## config.mk

```make
export PLATFORM = sky130hd
export DESIGN_NAME = qvr_round_sat
export DESIGN_NICKNAME = d
export VERILOG_FILES = /design/src/rtl/core/qvr_pkg.sv /design/src/rtl/core/qvr_round_sat.sv
export SDC_FILE = /design/constraint.sdc
export NUM_CORES = 1
export LEC_CHECK = 0
export ABC_AREA = 1
export BUFFER_PORTS_ARGS = -buffer_cell sky130_fd_sc_hd__buf_4
export CAP_MARGIN = 20
export CORE_MARGIN = 4
export CORE_UTILIZATION = 23
export DETAILED_ROUTE_END_ITERATION = 7
export PLACE_DENSITY = 0.86
export SKIP_LAST_GASP = 1
export SLEW_MARGIN = 15
export SYNTH_ARGS = -nofsm -noshare
export SYNTH_HDL_FRONTEND = slang
export SYNTH_SLANG_ARGS = --single-unit
```

## constraint.sdc

```tcl
create_clock -name vclk -period 1.3
set_input_delay 0.26 -clock vclk [all_inputs]
set_output_delay 0.26 -clock vclk [all_outputs]
set_load 0.03 [all_outputs]
```

## src/rtl/core/qvr_pkg.sv

```systemverilog
// Types, widths and register codes for the quaternion vector rotator.
package qvr_pkg;

    localparam int VECTOR_WIDTH = 24;
    localparam int QUAT_WIDTH   = 16;
    localparam int FRAC_BITS    = QUAT_WIDTH - 2;
    localparam int SHIFT_BITS   = 2 * FRAC_BITS;
    localparam int PROD_W       = 2 * QUAT_WIDTH;
    localparam int COEF_W       = PROD_W + 2;
    localparam int TERM_W       = COEF_W + VECTOR_WIDTH;
    localparam int SUM_W        = TERM_W + 2;
    localparam int NSTAGE       = 5;
    localparam int CFG_IDX_W    = 3;

    typedef logic signed [VECTOR_WIDTH-1:0] vec_t;
    typedef logic signed [QUAT_WIDTH-1:0]   quat_t;
    typedef logic signed [PROD_W-1:0]       prod_t;
    typedef logic signed [COEF_W-1:0]       coef_t;
    typedef logic signed [TERM_W-1:0]       term_t;
    typedef logic signed [SUM_W-1:0]        sum_t;

    typedef enum logic [CFG_IDX_W-1:0] {
        REG_QUAT_X = 3'd0,
        REG_QUAT_Y = 3'd1,
        REG_QUAT_Z = 3'd2,
        REG_QUAT_W = 3'd3
    } cfg_idx_t;

    localparam quat_t QUAT_ONE = QUAT_WIDTH'(1) << FRAC_BITS;
    localparam vec_t  VEC_MAX  = {1'b0, {(VECTOR_WIDTH-1){1'b1}}};
    localparam vec_t  VEC_MIN  = {1'b1, {(VECTOR_WIDTH-1){1'b0}}};
    localparam sum_t  ROUND_HALF = SUM_W'(1) << (SHIFT_BITS - 1);

endpackage

```

## src/rtl/core/qvr_round_sat.sv

```systemverilog
// Drops the fraction bits of a pre-rounded sum and clamps it to the vector range.
module qvr_round_sat
(
    input  qvr_pkg::sum_t acc,
    output qvr_pkg::vec_t value,
    output logic          sat
);
    import qvr_pkg::*;

    localparam int HI = SHIFT_BITS + VECTOR_WIDTH - 1;

    logic [SUM_W-1-HI:0] upper;
    logic                fits;

    // bits above the kept field must all copy the sign
    assign upper = acc[SUM_W-1:HI];
    assign fits  = (&upper) | (~|upper);
    assign sat   = ~fits;

    always_comb
    begin
        if (fits)
        begin
            value = acc[HI:SHIFT_BITS];
        end
        else if (acc[SUM_W-1])
        begin
            value = VEC_MIN;
        end
        else
        begin
            value = VEC_MAX;
        end
    end

endmodule

```

==> Word-level counts from Yosys, hierarchy flattened <==
Index checks and enable logic that the tools add are counted.
Widths: inputs -> output; s select.
{ "classes": {"bitwise": 2, "n_reduce_logical": 3, "mux": 2} }
{ "op_table": {"columns": ["operator", "n"], "rows": [
  ["$mux 24", 2],
  ["$reduce_and 9->1", 1],
  ["$reduce_or 9->1", 1],
  ["$logic_not 1->1", 1],
  ["$not 1->1", 1],
  ["$or 1x1->1", 1]
]} }
{ "word_totals": {"word_cells": 7, "out_inout_bits": 25, "input_bits": 60, "regBits": 0} }

==> Longest topological paths before layout <==
{ "depth": {"depth_word": 4, "mapped_depth": 7, "depth_no_buf": 6} }

==> Least setup slack after synthesis <==
OpenSTA, ideal clock, no wires.
{ "synth_path": {"path_kind": "input -> output", "start": "input port acc[54]", "end": "output port value[10]", "cell_stages": 5, "path_slack_ns": 0.077, "arrival_time_ns": 0.963, "n_path_buf": 1, "cell_sequence": "nor2_2 -> nand2_2 -> o21ai_4 -> buf_6 -> nand2_1"} }
{ "synth_via": {"elab_chain_len": 4, "word_cells_on_any_way": 5, "classes_between": "mux: 1; bitwise: 1; reduce/logical: 3"} }
{ "synth_lines": {"columns": ["item", "line", "source"], "rows": [
  ["start: declaration", "qvr_round_sat.sv:4", "input qvr_pkg::sum_t acc,"],
  ["$reduce_or 9->1", "qvr_round_sat.sv:17", "assign fits = (&upper) | (~|upper);"],
  ["$logic_not 1->1", "qvr_round_sat.sv:17", null],
  ["$or 1x1->1 *", "qvr_round_sat.sv:17", null],
  ["$mux 24 *", "qvr_round_sat.sv:22", "if (fits)"],
  ["end: declaration", "qvr_round_sat.sv:5", "output qvr_pkg::vec_t value,"]
]} }
Mark *: on every way between the ends. The rest lies on a longest branch, timed or not.

==> Final worst setup path <==
{ "layout_path": {"start": "input port acc[56]", "end": "output port value[20]"} }
The elaborated chain is that of the path after synthesis.

==> flow_summary.toml <==
[status]
status = "finished, violations left"
violations = "setup timing"

[place]
gp_congestion = 0.629
numPortBuffers = 57
place_inst = 141
dp_hpwl_um = 1120
pre_cts_ws_ns = -0.107

[floorplan]
die_h_um = 46.3
num_io_pins = 85
core_area_um2 = 1330
die_area_um2 = 2140
start_util = 0.252
die_width_um = 46.3
rows = 13

[yosys]
ys_warn_count = 0
synth_common_cells = "nand2_1, buf_6, nor2_2, nor2_1"
muxShareOfSynthArea = 0
synth_most_common_cell = "nand2_1"
synth_top_family_by_area = "simple AND/OR/NAND/NOR gates"
yosysUniqueCellTypes = 10
synth_top_cell_by_area = "nand2_1"
synth-compound-area-share = 0.0483
synthXorXnorAreaFrac = 0
syn_inst = 72
synth-simple-area-share = 0.784
syn_nets = 132
synth-seq-area-share = 0
synth_top_area_frac = 0.591
synthesis.area_um2 = 337
synth_fa_ha_area_frac = 0
syn_avg_cell_area_um2 = 4.67
yosys-top-cells-area = "nand2_1, buf_6, nor2_2, o21ai_4, nand2_2"

[routing]
first_pass_iters = 2
drtAntennaViolNets = 0
drtIter0Drc = 2
drc = 0
post_drt_via_cell_ratio = 4.54
post_drt_wl_per_cell_um = 11.7
wl_um = 1690
vias = 658

[final_layout]
drive_gt1_frac = 0.654
seqCellArea_um2 = 0
nets = 192
syn_to_final_growth_pct = 192
n_clock_buffer = 0
finalNonFillerCells = 145
seq_cells = 0
diodes = 0

[timing]
slew_headroom = 0.857
tightestPinTransition_ns = 0.215
slew_violations = 0
fmax_mhz = 712
hold_violations = 0
setup_slack_ns = -0.105
setup_viol = 24
period_share = 1.08
layout_min_cycle_time_ns = 1.41
rsz0062_at_grt = "true"

[worst_setup_path]
path_max_fanout = 20
arrival_ns = 1.15
cp-endpoint = "value[20]"
endpoint_kind = "output port"
critPathLaunch = "acc[56]"
critPathKind = "primary input to output port"
crit_path_start_kind = "primary input"
required_ns = 1.04

[grt]
grt_pass1_vias = 633
grt_use_total = 0.155
grt_pass1_wl_um = 2540
antenna_found_initial = 0
grt_overflow_total = 0
grt_max_degree = 21

[hold_path]
hp-class = "primary input to output port"

[flow_run]
maxCapViolCount = 0

[power_and_ir_drop]
power.leakage_nw = 0.520
power_density_nw_per_um2 = 417
ir_drop_v = 0.000222

[clock_network]
cts_hold_buf = 0
-- report_power, final --
| part | switching, mW | total, mW | internal [mW] | leakage [nW] |
|---|---|---|---|---|
| sequential | 0 | 0 | 0 | 0 |
| clock | 0 | 0 | 0 | 0 |
| combinational | 0.224 | 0.409 | 0.186 | 0.520 |
-- metrics by stage --
stage | area (um2) | power [mW] | setup TNS [ns] | hold WS (ns) | utilization
5_1_grt | 982 | 0.437 | -3.37 | 0.843 | 0.736
3_3_place_gp | 762 | 0.337 | -1.70 | 0.789 | 0.571
2_1_floorplan | 337 | 0.184 | 0 | 0.705 | -
4_1_cts | 918 | 0.392 | -1.53 | 0.827 | 0.689
3_5_place_dp | 762 | 0.343 | -2.20 | 0.790 | 0.571
6_report | 982 | 0.409 | -2.08 | 0.828 | 0.736
-- cell families (layout without fill, tap and decap cells) --
group,count (synthesis),in the layout
compound gates,1,1
buf+inv,7,62
simple gates,64,67
-- timing repair --
item,4_1_cts,5_1_grt
cloned,3,0
endpoints found under the hold margin,0,0
pin swaps,6,2
setup buffers,1,0
setup endpoints to repair,23,24
gates resized for setup,30,13
-- critical path, cell delays in order --
cell and delay [ns]:
buf_4 0.13, nor2_2 0.11, nand2_2 0.08, o21ai_4 0.17, buf_12 0.17, nand2_1 0.06
buf_4 0.16
-- layout by cell type (no fill, tap or decap), drive strengths merged --
cell	n
nor2	7
nand3	1
buf	60
o21ai	1
inv	2
nand2	59
-- layout make-up --
cell class / instances / area [um2]
repair buffers: 60 / 512
multi-input cells: 68 / 444
fillers: 115 / 352
well taps: 15 / 18.8
inverters: 2 / 7.51
-- layer usage --
metal | vias to the layer above | global-route usage | wire length (um)
met2 | 41 | 0.327 | 888
met1 | 277 | 0.168 | 541
met4 | 0 | 0 | 29
met3 | 4 | 0.0156 | 230
met5 | - | 0 | 0
li1 | 336 | - | -
-- how the worst min path moves through the flow --
stage | start | endpoint | slack (ns) | cells after the start
floorplan | acc[59] | value[23] | 0.71 | 1
global placement | acc[59] | value[23] | 0.79 | 2
detailed placement | acc[59] | value[23] | 0.79 | 2
CTS | acc[50] | value[22] | 0.83 | 4
global route | acc[32] | value[4] | 0.84 | 4
finish | acc[35] | value[7] | 0.83 | 4
Power figures use the tool's default switching activity.
